$ cat config.mk
export PLATFORM = sky130hd
export DESIGN_NAME = gregorian_date_add_days_top
export DESIGN_NICKNAME = d
export VERILOG_FILES = /design/src/hdl/gdad_pkg.sv /design/src/hdl/gdad_ctrl.sv /design/src/hdl/gdad_datapath.sv /design/src/hdl/gregorian_date_add_days_top.sv
export SDC_FILE = /design/constraint.sdc
export NUM_CORES = 1
export LEC_CHECK = 0
export BUFFER_PORTS_ARGS = -buffer_cell sky130_fd_sc_hd__buf_4
export CAP_MARGIN = 15
export CORE_ASPECT_RATIO = 0.7
export CORE_MARGIN = 2
export CORE_UTILIZATION = 49
export CTS_CLUSTER_SIZE = 12
export DETAILED_ROUTE_END_ITERATION = 8
export GPL_ROUTABILITY_DRIVEN = 0
export HOLD_SLACK_MARGIN = 0.06
export MAX_ROUTING_LAYER = met4
export PLACE_DENSITY = 0.78
export SETUP_SLACK_MARGIN = 0.15
export SLEW_MARGIN = 20
export SYNTH_ARGS = -nofsm -noshare
export SYNTH_HDL_FRONTEND = slang
export SYNTH_SLANG_ARGS = --single-unit
$ cat constraint.sdc
create_clock -name clk -period 6.3 [get_ports clk]
set_input_delay 0.63 -clock clk [delete_from_list [all_inputs] [get_ports clk]]
set_output_delay 0.63 -clock clk [all_outputs]
set_load 0.05 [all_outputs]
$ cat src/hdl/gdad_pkg.sv
`timescale 1ns / 1ps
// ----------------------------------------------------------------------------
// gdad_pkg: shared types and constants for the Gregorian date adder
// Holds field widths, limits, the controller state type, the command and
// status bundles between controller and datapath, and the calendar tables.
// ----------------------------------------------------------------------------
package gdad_pkg;

  localparam int unsigned DAY_COUNT_BITS = 20;
  localparam int unsigned MAX_YEAR       = 9999;

  localparam int unsigned YEAR_W  = 14;
  localparam int unsigned MONTH_W = 4;
  localparam int unsigned DAY_W   = 5;
  localparam int unsigned COUNT_W = 20;
  localparam int unsigned DOY_W   = 9;

  // Only the low DAY_COUNT_BITS bits of the count take part.
  localparam logic [COUNT_W-1:0] COUNT_MASK =
    COUNT_W'((64'd1 << DAY_COUNT_BITS) - 64'd1);

  localparam logic [YEAR_W-1:0]  CYCLE_YEARS = YEAR_W'(400);
  localparam logic [MONTH_W-1:0] JANUARY     = MONTH_W'(1);
  localparam logic [MONTH_W-1:0] FEBRUARY    = MONTH_W'(2);
  localparam logic [MONTH_W-1:0] DECEMBER    = MONTH_W'(12);
  localparam logic [DAY_W-1:0]   LAST_DAY    = DAY_W'(31);

  typedef enum logic [2:0] {
    ST_IDLE,
    ST_MOD,
    ST_CLAMP,
    ST_PLAN,
    ST_YEARS,
    ST_DAYS,
    ST_DONE
  } state_t;

  typedef struct packed {
    logic load;
    logic mod_step;
    logic clamp;
    logic skip_rest;
    logic year_step;
    logic day_step;
    logic saturate;
  } cmd_t;

  typedef struct packed {
    logic mod_ge_cycle;
    logic year_over_max;
    logic year_at_max;
    logic count_ge_rest;
    logic count_ge_next;
    logic count_zero;
  } status_t;

  // Days in a month of a year with the given leap flag; month is 1..12.
  function automatic logic [DAY_W-1:0] month_days(input logic [MONTH_W-1:0] month,
                                                  input logic leap);
    logic [DAY_W-1:0] len;
    unique case (month)
      4'd2:                      len = leap ? DAY_W'(29) : DAY_W'(28);
      4'd4, 4'd6, 4'd9, 4'd11:   len = DAY_W'(30);
      default:                   len = DAY_W'(31);
    endcase
    return len;
  endfunction

  // Days of a common year that lie before the first day of the month.
  function automatic logic [DOY_W-1:0] days_before(input logic [MONTH_W-1:0] month);
    logic [DOY_W-1:0] sum;
    unique case (month)
      4'd2:    sum = DOY_W'(31);
      4'd3:    sum = DOY_W'(59);
      4'd4:    sum = DOY_W'(90);
      4'd5:    sum = DOY_W'(120);
      4'd6:    sum = DOY_W'(151);
      4'd7:    sum = DOY_W'(181);
      4'd8:    sum = DOY_W'(212);
      4'd9:    sum = DOY_W'(243);
      4'd10:   sum = DOY_W'(273);
      4'd11:   sum = DOY_W'(304);
      4'd12:   sum = DOY_W'(334);
      default: sum = DOY_W'(0);
    endcase
    return sum;
  endfunction

  // Leap flag from the year's position in the 400-year cycle.
  function automatic logic cycle_leap(input logic [YEAR_W-1:0] pos);
    return (pos[1:0] == 2'b00) && (pos != YEAR_W'(100)) && (pos != YEAR_W'(200))
           && (pos != YEAR_W'(300));
  endfunction

endpackage

$ cat src/hdl/gdad_ctrl.sv
`timescale 1ns / 1ps
// ----------------------------------------------------------------------------
// gdad_ctrl: sequencer of the Gregorian date adder
// Walks the datapath through cycle reduction, clamping, the jump to year end,
// whole-year skipping and single-day stepping or saturation, then strobes the result.
// ----------------------------------------------------------------------------
module gdad_ctrl (
  input  logic              clk,
  input  logic              rst_n,
  input  logic              start,
  input  gdad_pkg::status_t status,
  output gdad_pkg::cmd_t    cmd,
  output logic              busy,
  output logic              out_valid
);

  gdad_pkg::state_t state_r;
  gdad_pkg::state_t state_nxt;

  always_ff @(posedge clk) begin
    if (!rst_n) begin
      state_r <= gdad_pkg::ST_IDLE;
    end else begin
      state_r <= state_nxt;
    end
  end

  always_comb begin
    state_nxt = state_r;
    unique case (state_r)
      gdad_pkg::ST_IDLE: begin
        if (start) state_nxt = gdad_pkg::ST_MOD;
      end
      gdad_pkg::ST_MOD: begin
        if (!status.mod_ge_cycle) state_nxt = gdad_pkg::ST_CLAMP;
      end
      gdad_pkg::ST_CLAMP: begin
        state_nxt = gdad_pkg::ST_PLAN;
      end
      gdad_pkg::ST_PLAN: begin
        priority if (status.year_over_max) state_nxt = gdad_pkg::ST_DONE;
        else if (status.count_ge_rest)     state_nxt = gdad_pkg::ST_YEARS;
        else                               state_nxt = gdad_pkg::ST_DAYS;
      end
      gdad_pkg::ST_YEARS: begin
        priority if (status.count_ge_next) begin
          if (status.year_at_max) state_nxt = gdad_pkg::ST_DONE;
        end else if (!status.count_zero && status.year_at_max) begin
          state_nxt = gdad_pkg::ST_DONE;
        end else begin
          state_nxt = gdad_pkg::ST_DAYS;
        end
      end
      gdad_pkg::ST_DAYS: begin
        if (status.count_zero) state_nxt = gdad_pkg::ST_DONE;
      end
      gdad_pkg::ST_DONE: begin
        state_nxt = gdad_pkg::ST_IDLE;
      end
      default: state_nxt = gdad_pkg::ST_IDLE;
    endcase
  end

  always_comb begin
    cmd       = '0;
    busy      = (state_r != gdad_pkg::ST_IDLE);
    out_valid = (state_r == gdad_pkg::ST_DONE);
    unique case (state_r)
      gdad_pkg::ST_IDLE:  cmd.load     = start;
      gdad_pkg::ST_MOD:   cmd.mod_step = status.mod_ge_cycle;
      gdad_pkg::ST_CLAMP: cmd.clamp    = 1'b1;
      gdad_pkg::ST_PLAN: begin
        priority if (status.year_over_max) cmd.saturate  = 1'b1;
        else if (status.count_ge_rest)     cmd.skip_rest = 1'b1;
      end
      gdad_pkg::ST_YEARS: begin
        priority if (status.count_ge_next) begin
          if (status.year_at_max) cmd.saturate = 1'b1;
          else                    cmd.year_step = 1'b1;
        end else if (!status.count_zero && status.year_at_max) begin
          cmd.saturate = 1'b1;
        end
      end
      gdad_pkg::ST_DAYS: cmd.day_step = !status.count_zero;
      gdad_pkg::ST_DONE: cmd = '0;
      default:           cmd = '0;
    endcase
  end

endmodule

$ cat src/hdl/gdad_datapath.sv
`timescale 1ns / 1ps
// ----------------------------------------------------------------------------
// gdad_datapath: date registers and arithmetic of the Gregorian date adder
// Holds year, month, day, remaining count and the year's place in the
// 400-year cycle, and carries out one command from the sequencer per cycle.
// ----------------------------------------------------------------------------
module gdad_datapath (
  input  logic                                clk,
  input  gdad_pkg::cmd_t                      cmd,
  input  logic [gdad_pkg::YEAR_W-1:0]         in_start_year,
  input  logic [gdad_pkg::MONTH_W-1:0]        in_start_month,
  input  logic [gdad_pkg::DAY_W-1:0]          in_start_day,
  input  logic [gdad_pkg::COUNT_W-1:0]        in_days_to_add,
  output gdad_pkg::status_t                   status,
  output logic [gdad_pkg::YEAR_W-1:0]         year,
  output logic [gdad_pkg::MONTH_W-1:0]        month,
  output logic [gdad_pkg::DAY_W-1:0]          day,
  output logic                                overflow
);

  logic [gdad_pkg::YEAR_W-1:0]  year_r;
  logic [gdad_pkg::MONTH_W-1:0] month_r;
  logic [gdad_pkg::DAY_W-1:0]   day_r;
  logic [gdad_pkg::COUNT_W-1:0] count_r;
  logic [gdad_pkg::YEAR_W-1:0]  cyc_r;
  logic                         ovf_r;

  logic                         leap_cur;
  logic                         leap_next;
  logic [gdad_pkg::YEAR_W-1:0]  cyc_next;
  logic [gdad_pkg::DOY_W-1:0]   len_next;
  logic [gdad_pkg::DOY_W-1:0]   day_of_year;
  logic [gdad_pkg::DOY_W-1:0]   rest;
  logic [gdad_pkg::DAY_W-1:0]   cur_month_len;
  logic [gdad_pkg::MONTH_W-1:0] month_clamped;
  logic [gdad_pkg::DAY_W-1:0]   clamp_month_len;
  logic [gdad_pkg::DAY_W-1:0]   day_clamped;
  logic [31:0]                  year_ext;

  function automatic logic in_range_low(input logic [gdad_pkg::MONTH_W-1:0] mon);
    return mon == '0;
  endfunction

  // After the reduction pass, cyc_r tracks the year modulo 400.
  assign leap_cur  = gdad_pkg::cycle_leap(cyc_r);
  assign cyc_next  = (cyc_r == gdad_pkg::CYCLE_YEARS - 1'b1) ? '0 : cyc_r + 1'b1;
  assign leap_next = gdad_pkg::cycle_leap(cyc_next);
  assign len_next  = gdad_pkg::DOY_W'(365) + gdad_pkg::DOY_W'(leap_next);

  assign month_clamped = (in_range_low(month_r)) ? gdad_pkg::JANUARY
                       : (month_r > gdad_pkg::DECEMBER) ? gdad_pkg::DECEMBER : month_r;
  assign clamp_month_len = gdad_pkg::month_days(month_clamped, leap_cur);
  assign day_clamped = (day_r == '0) ? gdad_pkg::DAY_W'(1)
                     : (day_r > clamp_month_len) ? clamp_month_len : day_r;

  assign day_of_year = gdad_pkg::days_before(month_r)
                     + gdad_pkg::DOY_W'(leap_cur && (month_r > gdad_pkg::FEBRUARY))
                     + gdad_pkg::DOY_W'(day_r);
  assign rest = gdad_pkg::DOY_W'(365) + gdad_pkg::DOY_W'(leap_cur) - day_of_year;

  assign cur_month_len = gdad_pkg::month_days(month_r, leap_cur);
  assign year_ext      = {{(32 - gdad_pkg::YEAR_W){1'b0}}, year_r};

  always_comb begin
    status.mod_ge_cycle  = (cyc_r >= gdad_pkg::CYCLE_YEARS);
    status.year_over_max = (year_ext > gdad_pkg::MAX_YEAR);
    status.year_at_max   = (year_ext >= gdad_pkg::MAX_YEAR);
    status.count_ge_rest = (count_r >= gdad_pkg::COUNT_W'(rest));
    status.count_ge_next = (count_r >= gdad_pkg::COUNT_W'(len_next));
    status.count_zero    = (count_r == '0);
  end

  always_ff @(posedge clk) begin
    priority if (cmd.load) begin
      year_r  <= in_start_year;
      month_r <= in_start_month;
      day_r   <= in_start_day;
      count_r <= in_days_to_add & gdad_pkg::COUNT_MASK;
      cyc_r   <= in_start_year;
      ovf_r   <= 1'b0;
    end else if (cmd.mod_step) begin
      cyc_r <= cyc_r - gdad_pkg::CYCLE_YEARS;
    end else if (cmd.clamp) begin
      month_r <= month_clamped;
      day_r   <= day_clamped;
    end else if (cmd.skip_rest) begin
      count_r <= count_r - gdad_pkg::COUNT_W'(rest);
      month_r <= gdad_pkg::DECEMBER;
      day_r   <= gdad_pkg::LAST_DAY;
    end else if (cmd.year_step) begin
      year_r  <= year_r + 1'b1;
      cyc_r   <= cyc_next;
      count_r <= count_r - gdad_pkg::COUNT_W'(len_next);
    end else if (cmd.day_step) begin
      count_r <= count_r - 1'b1;
      if (day_r >= cur_month_len) begin
        day_r <= gdad_pkg::DAY_W'(1);
        if (month_r == gdad_pkg::DECEMBER) begin
          month_r <= gdad_pkg::JANUARY;
          year_r  <= year_r + 1'b1;
          cyc_r   <= cyc_next;
        end else begin
          month_r <= month_r + 1'b1;
        end
      end else begin
        day_r <= day_r + 1'b1;
      end
    end else if (cmd.saturate) begin
      year_r  <= gdad_pkg::YEAR_W'(gdad_pkg::MAX_YEAR);
      month_r <= gdad_pkg::DECEMBER;
      day_r   <= gdad_pkg::LAST_DAY;
      ovf_r   <= 1'b1;
    end
  end

  assign year     = year_r;
  assign month    = month_r;
  assign day      = day_r;
  assign overflow = ovf_r;

endmodule

$ cat src/hdl/gregorian_date_add_days_top.sv
`timescale 1ns / 1ps
// ----------------------------------------------------------------------------
// gregorian_date_add_days_top: Gregorian date plus a day count
// Takes a date and a number of days and returns the date that many days
// later, saturating to the last day of the maximum year with an overflow flag.
// ----------------------------------------------------------------------------
// A date is taken when start is high while busy is low; busy then stays high
// until the result has been shown. The result appears on the out_ ports for
// exactly one cycle with out_valid high, and the receiver must take it in that
// cycle since it cannot hold the block off. One item first reduces the year to
// its place in the 400-year cycle, then clamps the fields and plans the walk;
// when the count reaches the end of the starting year it jumps to December 31
// and skips whole years, then it steps the remaining single days. A new date
// is not taken until the result has been shown. The year-skip loop and the
// day-step loop advance one year or one day per cycle.
module gregorian_date_add_days_top (
  input  logic                                clk,
  input  logic                                rst_n,
  input  logic                                start,
  output logic                                busy,
  input  logic [gdad_pkg::YEAR_W-1:0]         in_start_year,
  input  logic [gdad_pkg::MONTH_W-1:0]        in_start_month,
  input  logic [gdad_pkg::DAY_W-1:0]          in_start_day,
  input  logic [gdad_pkg::COUNT_W-1:0]        in_days_to_add,
  output logic                                out_valid,
  output logic [gdad_pkg::YEAR_W-1:0]         out_result_year,
  output logic [gdad_pkg::MONTH_W-1:0]        out_result_month,
  output logic [gdad_pkg::DAY_W-1:0]          out_result_day,
  output logic                                out_overflow
);

  gdad_pkg::cmd_t    cmd;
  gdad_pkg::status_t status;

  gdad_ctrl u_ctrl (
    .clk       (clk),
    .rst_n     (rst_n),
    .start     (start),
    .status    (status),
    .cmd       (cmd),
    .busy      (busy),
    .out_valid (out_valid)
  );

  gdad_datapath u_datapath (
    .clk            (clk),
    .cmd            (cmd),
    .in_start_year  (in_start_year),
    .in_start_month (in_start_month),
    .in_start_day   (in_start_day),
    .in_days_to_add (in_days_to_add),
    .status         (status),
    .year           (out_result_year),
    .month          (out_result_month),
    .day            (out_result_day),
    .overflow       (out_overflow)
  );

endmodule

==> results.cfg, run 1 <==
[hold_path]
hp-class = flop to flop
min_delay_path_depth = 2

[finish]
fin_cells = 945
final_common_cell = buf_4
multi_input_area_sq_um = 3860
synthToLayoutAreaGrowth_pct = 19.8
n_fill_cell = 992
diodes = 0
layout-drive-gt1-share = 0.195
register_area_sq_um = 1970
nets = 885
mostFrequentLayoutCells = buf_4 (99), nand2_1 (77), nor2_1 (59)

[floorplanning]
die_h_um = 97.0
die_area_sq_um = 13300
start_util = 0.509
ios = 72
fp.dieW_um = 137
core_sq_um = 11900
rows = 33

[sta]
skew_ns = 0.00584
worst_pin_slew_ns = 0.954
final.period_utilization = 0.941
setup_viol = 0
maxSlewHeadroom = 0.358
finalHoldViolCount = 0
hold_ws_ns = 0.455
max_freq_ghz = 0.169
finalMaxSlewViolations = 0
fin_setup_tns_ns = 0
period_needed_ns = 5.93
rsz0062_at_grt = false

[logic_synthesis]
syn-cell-area_sq_um = 6050
synth_ff_type = edfxtp_1
ys_async_sr_fraction = 0
yosysWarnings = 0
synth_nets = 806
synth-seq-cells = 70
ys_types = 67
synth_edf_count = 57
syn_inst = 704
syn_avg_cell_area_sq_um = 8.59
ys_seq_area_frac = 0.326

[grt]
grt_pass1_vias = 5418
antenna_found_initial = 0
gr-usage-all-layers = 0.265
grt_overflow = 0
grt_max_degree = 46
grt_first_pass_wirelength_um = 27200

[critical_path]
crit_path_frequent_cell = ha_1
cp_max_fo = 8
slowest_stage = fa_1
path_class = flop to flop
critical_path.max_stage_delay_ns = 0.43
arrival_ns = 6.16
critPathLaunchType = flop
end_kind = flop
rr_worst_depth = 28
required_ns = 6.53

[routing]
drc_errors = 0
drt_iter0_drc = 595
via_per_inst = 6.08
wl_per_cell_um = 18.2
drt.antenna.violating_nets = 0
firstDrtPassIters = 5
routed_wl_um = 17200
vias = 5748

[clock_tree]
cts.htree.levels = 3
numCtsBuffers = 9
clk_pin_slew_ns = 0.06
cts_root_buffer = clkbuf_16
clk_latency_ns = 0.34
clock-sinks = 70
tritoncts = done
clockBufferDepth = 2

[run_status]
status = finished, final reports clean

[job]
drv_cap = 0

[place]
io_buffer_count = 71
place_inst = 920
hpwl_um = 12700
[metrics by stage]
| step | cell area, sq um | utilization | worst slack (ns) |
|---|---|---|---|
| 2_1_floorplan | 6050 | - | 0.185 |
| 3_3_place_gp | 6780 | 0.570 | 0.264 |
| 4_1_cts | 7100 | 0.597 | 0.183 |
| 5_1_grt | 7240 | 0.609 | 0.0956 |
| 3_5_place_dp | 6780 | 0.570 | 0.0439 |
| 6_report | 7240 | 0.609 | 0.371 |
[kinds of logic (layout without fill, tap and decap cells)]
| logic type | count (synthesis) | count (layout) | share of synthesized area |
|---|---|---|---|
| compound gates | 204 | 204 | 0.216 |
| xor+xnor | 60 | 60 | 0.0869 |
| fa+ha+maj | 56 | 56 | 0.122 |
| buf+inv | 72 | 156 | 0.0488 |
| flops | 70 | 70 | 0.326 |
| mux | 5 | 5 | 0.0128 |
| simple gates | 237 | 237 | 0.188 |
[final cells by class]
type / count / share of cell area
multi-input cells: 562 / 0.533
clock inverters: 7 / 0.0102
clock buffers: 9 / 0.0311
inverters: 40 / 0.0207
well taps: 157 / 0.0271
repair buffers: 100 / 0.105
flip-flops and latches: 70 / 0.272
[path summary, 6_finish.rpt]
| check | start | to | slack (ns) |
|---|---|---|---|
| max reg2reg | u_datapath.cyc_r[12] | flop | 0.37 |
| min | u_datapath.overflow | u_datapath.overflow | 0.45 |
| min reg2reg | u_datapath.overflow | u_datapath.overflow | 0.45 |
| max | u_datapath.cyc_r[12] | flop | 0.37 |
[worst max-delay path, delay by kind of cell, from the launching register on]
kind | cells | cell delay [ns]
AND/OR/NAND/NOR | 6 | 0.81
adder cells (fa/ha/maj) | 6 | 1.58
XOR/XNOR | 1 | 0.15
multiplexers | 2 | 0.58
flip-flops | 1 | 0.41
buffers and inverters | 4 | 0.26
AO/OA/AOI/OAI | 9 | 2.02
[layer usage]
metal,GRT usage,share of wire,vias to the layer above
li1,-,-,2711
met1,0.361,0.44,2720
met2,0.403,0.47,283
met3,0.0524,0.079,34
met4,0.0730,0.018,0
met5,-,0,-
[cell usage after synthesis, types with 6 or more instances]
cell,instances,area [sq um]
a21o_1,13,97.6
a21oi_1,55,275
a22oi_1,6,45.0
a31oi_1,6,37.5
and3_1,11,68.8
clkbuf_1,23,86.3
dfxtp_1,13,260
edfxtp_1,57,1710
ha_1,51,638
inv_1,40,150
nand2_1,78,293
nand2b_1,11,68.8
nand3_1,24,120
nor2_1,63,236
nor2b_1,6,37.5
nor3_1,11,55.1
o21ai_0,51,255
o21bai_1,7,52.6
o22ai_1,8,50.1
xnor2_1,32,280
xor2_1,28,245
[timing repair]
| item | CTS | global route |
|---|---|---|
| hold buffers | 0 | 0 |
| gates resized for setup | 2 | 24 |
| endpoints found under the setup margin | 9 | 32 |
| pin swaps | 1 | 6 |
| setup buffers | 2 | 7 |
Power of run 1 is left out: the tool's default activity adds up to more than one toggle a clock period on the data nets, which glitch-free logic cannot reach.
==> run 2: changes to the inputs <==
--- a/config.mk
+++ b/config.mk
@@ -5,7 +5,7 @@
 export SDC_FILE = /design/constraint.sdc
 export NUM_CORES = 1
 export LEC_CHECK = 0
-export BUFFER_PORTS_ARGS = -buffer_cell sky130_fd_sc_hd__buf_4
+export BUFFER_PORTS_ARGS = -buffer_cell sky130_fd_sc_hd__buf_2
 export CAP_MARGIN = 15
 export CORE_ASPECT_RATIO = 0.7
 export CORE_MARGIN = 2
==> results.cfg, run 2 (synthesis results as in run 1) <==
[clock_tree]
clock-sinks = 70
postCtsHoldBufs = 0
cts.htree.levels = 3
clk_pin_slew_ns = 0.06
tritoncts = done
clockBufferDepth = 2
cts_root_buffer = clkbuf_16
numCtsBuffers = 9
clk_latency_ns = 0.35

[grt]
met1_usage = 0.342
top_usage_layer = met2
grt_use_met2 = 0.391
grt_first_pass_wirelength_um = 26900
gr-usage-all-layers = 0.260
grt_overflow = 0
grt_max_degree = 46
grtUsageMet3 = 0.0713
antenna_found_initial = 0
grt_pass1_vias = 5633

[critical_path]
path_class = flop to flop
required_ns = 6.53
arrival_ns = 6.19
critPathLaunchType = flop
slowest_stage = fa_1
critical_path.max_stage_delay_ns = 0.42
cp_max_fo = 6
end_kind = flop

[sta]
max_freq_ghz = 0.168
worst_pin_slew_ns = 0.865
maxSlewHeadroom = 0.418
period_needed_ns = 5.96
rsz0062_at_grt = false
finalMaxSlewViolations = 0
skew_ns = 0.00897
final.period_utilization = 0.946
setup_viol = 0
finalHoldViolCount = 0

[floorplanning]
rows = 33
core_sq_um = 11900
start_util = 0.509
die_h_um = 97.0
ios = 72
die_area_sq_um = 13300
fp.dieW_um = 137

[routing]
drt_iter0_drc = 654
firstDrtPassIters = 5
drt.antenna.violating_nets = 0
drc_errors = 0
routed_wl_um = 17100
vias = 5814
wl_per_cell_um = 17.9
via_per_inst = 6.11

[finish]
final_common_cell = nand2_1
synthToLayoutAreaGrowth_pct = 18.0
final_cell_area_sq_um = 7140
mostFrequentLayoutCells = nand2_1 (77), buf_2 (71), nor2_1 (59)
nets = 891
n_fill_cell = 1062
diodes = 0
layout-drive-gt1-share = 0.203

[run_status]
status = finished, final reports clean

[hold_path]
hp-class = flop to flop

[place]
post_dp_cell_area_sq_um = 6640
io_buffer_count = 71
hpwl_um = 12400

[job]
drv_cap = 0
run 2: worst paths after layout:
kind                                      startpoint                   to  slack, ns  cells after the start
worst max-delay path            u_datapath.cyc_r[11]                 flop       0.34                     29
worst min-delay path             u_datapath.overflow  u_datapath.overflow       0.44                      2
worst max register to register  u_datapath.cyc_r[11]                 flop       0.34                     29
worst min register to register   u_datapath.overflow  u_datapath.overflow       0.44                      2
run 2: metrics by stage:
stage | utilization | hold slack, ns | setup WS (ns) | setup TNS, ns | std cells
4_1_cts | 0.585 | 0.450 | 0.177 | 0 | 941
6_report | 0.600 | 0.443 | 0.342 | 0 | 951
2_1_floorplan | - | 0.544 | 0.185 | 0 | 704
3_5_place_dp | 0.558 | 0.442 | -0.0369 | -0.0369 | 924
3_3_place_gp | 0.558 | 0.432 | 0.251 | 0 | 924
5_1_grt | 0.600 | 0.458 | 0.0914 | 0 | 951
run 2: repair_timing:
action                     in CTS  in global routing
resized for setup               6                 29
pin swaps                       1                 13
setup endpoints to repair       9                 38
buffers inserted                1                 10
run 2: area by class of cell:
type                            count  area (sq um)  area share
Timing Repair Buffer              106           633      0.0887
Clock buffer                       10           229      0.0321
Tap cell                          157           196      0.0275
Multi-Input combinational cell    562          3900       0.547
Sequential cell                    70          1970       0.276
Clock inverter                      6          52.6     0.00736
Inverter                           40           150      0.0210
run 2: layer usage:
layer / up-vias / wire, um
met5: - / 0
met4: 0 / 471
met3: 66 / 1410
met2: 296 / 7830
met1: 2735 / 7350
li1: 2717 / -
run 2: critical path: cells and delay by family, from the launching register on:
kind	cells	cell delay (ns)
flip-flops	1	0.39
XOR/XNOR	1	0.15
multiplexers	1	0.24
AO/OA/AOI/OAI	10	2.30
AND/OR/NAND/NOR	7	0.88
buffers and inverters	4	0.36
adder cells (fa/ha/maj)	6	1.52
Power of run 2 is left out for the same reason.
==> run 3: changes to the inputs <==
--- a/config.mk
+++ b/config.mk
@@ -15,7 +15,7 @@
 export GPL_ROUTABILITY_DRIVEN = 0
 export HOLD_SLACK_MARGIN = 0.06
 export MAX_ROUTING_LAYER = met4
-export PLACE_DENSITY = 0.78
+export PLACE_DENSITY = 0.75
 export SETUP_SLACK_MARGIN = 0.15
 export SLEW_MARGIN = 20
 export SYNTH_ARGS = -nofsm -noshare
==> constraint.sdc (replaced) <==
create_clock -name clk -period 7.7 [get_ports clk]
set_input_delay 0.77 -clock clk [delete_from_list [all_inputs] [get_ports clk]]
set_output_delay 0.77 -clock clk [all_outputs]
set_load 0.05 [all_outputs]
==> results.cfg, run 3 (synthesis results as in run 1) <==
[sta]
worst_pin_slew_ns = 0.926
fin_setup_tns_ns = 0
period_needed_ns = 7.02
finalMaxSlewViolations = 0
finalHoldViolCount = 0
skew_ns = 0.0114
setup_viol = 0
final.period_utilization = 0.912
rsz0062_at_grt = false
max_freq_ghz = 0.142
maxSlewHeadroom = 0.377

[critical_path]
critical_path.max_stage_delay_ns = 0.63
path_class = flop to flop
slowest_stage = o311a_2
cp_max_fo = 18
critPathLaunchType = flop
reg2reg_from = u_datapath.cyc_r[11]
required_ns = 7.92
arrival_ns = 7.25
cp-startpoint = u_datapath.cyc_r[11]
end_kind = flop

[finish]
multi_input_area_sq_um = 3790
diodes = 0
final_cell_area_sq_um = 6810
layout-drive-gt1-share = 0.148
final_util = 0.573
synthToLayoutAreaGrowth_pct = 12.6
fin_cells = 921
final_common_cell = nand2_1
register_area_sq_um = 1970
mostFrequentLayoutCells = nand2_1 (78), buf_2 (71), nor2_1 (63)
n_fill_cell = 1038
nets = 861

[routing]
wl_per_cell_um = 17.5
drt_iter0_drc = 611
drt.antenna.violating_nets = 0
drc_errors = 0
vias = 5623
routed_wl_um = 16100
firstDrtPassIters = 6
via_per_inst = 6.11

[clock_tree]
tritoncts = done
numCtsBuffers = 9
postCtsHoldBufs = 0
clockBufferDepth = 2
clk_latency_ns = 0.35
cts.htree.levels = 3
clock-sinks = 70
post_cts_buffers = 0
clk_pin_slew_ns = 0.07
cts_root_buffer = clkbuf_16
ctsResizeCount = 0

[place]
post_dp_cell_area_sq_um = 6490
place_inst = 905
hpwl_um = 12100
io_buffer_count = 71

[floorplanning]
core_sq_um = 11900
die_h_um = 97.0
rows = 33
die_area_sq_um = 13300
ios = 72
fp.dieW_um = 137
start_util = 0.509

[job]
drv_cap = 0

[hold_path]
min-delay-start = u_datapath.overflow
hp-class = flop to flop

[grt]
grt_max_degree = 25
gr-usage-all-layers = 0.252
grt_overflow = 0
grt_pass1_vias = 5183
grt_first_pass_wirelength_um = 25900
antenna_found_initial = 0

[run_status]
status = finished, final reports clean
==> run 3: layout make-up <==
class | count | area share
repair buffers | 76 | 0.0577
clock buffers | 9 | 0.0331
inverters | 40 | 0.0221
clock inverters | 7 | 0.0118
flip-flops and latches | 70 | 0.290
well taps | 157 | 0.0288
multi-input cells | 562 | 0.557
==> run 3: per-layer routing <==
metal | vias to the layer above | track usage | wire, um
met4 | 0 | 0.0745 | 366
met3 | 46 | 0.0634 | 1450
met1 | 2639 | 0.350 | 7210
met2 | 281 | 0.363 | 7060
li1 | 2657 | - | -
met5 | - | - | 0
==> run 3: final timing paths <==
check                             end  slack, ns  cells after the start
setup / recovery                 flop       0.68                     30
hold / removal    u_datapath.overflow       0.45                      2
setup reg to reg                 flop       0.68                     30
hold reg to reg   u_datapath.overflow       0.45                      2
==> run 3: worst max-delay path, delay by kind of cell (launching register included) <==
kind / cells / cell delay, ns
AO/OA/AOI/OAI: 12 / 3.25
XOR/XNOR: 1 / 0.15
adder cells (fa/ha/maj): 6 / 1.62
buffers and inverters: 4 / 0.39
flip-flops: 1 / 0.49
AND/OR/NAND/NOR: 7 / 0.97
==> run 3: stage by stage <==
stage | hold slack [ns] | setup slack (ns)
floorplan | 0.544 | 1.58
global placement | 0.432 | 0.847
detailed placement | 0.438 | 0.448
CTS | 0.452 | 0.425
global route | 0.472 | 0.160
finish | 0.451 | 0.675
Power of run 3 is left out for the same reason.
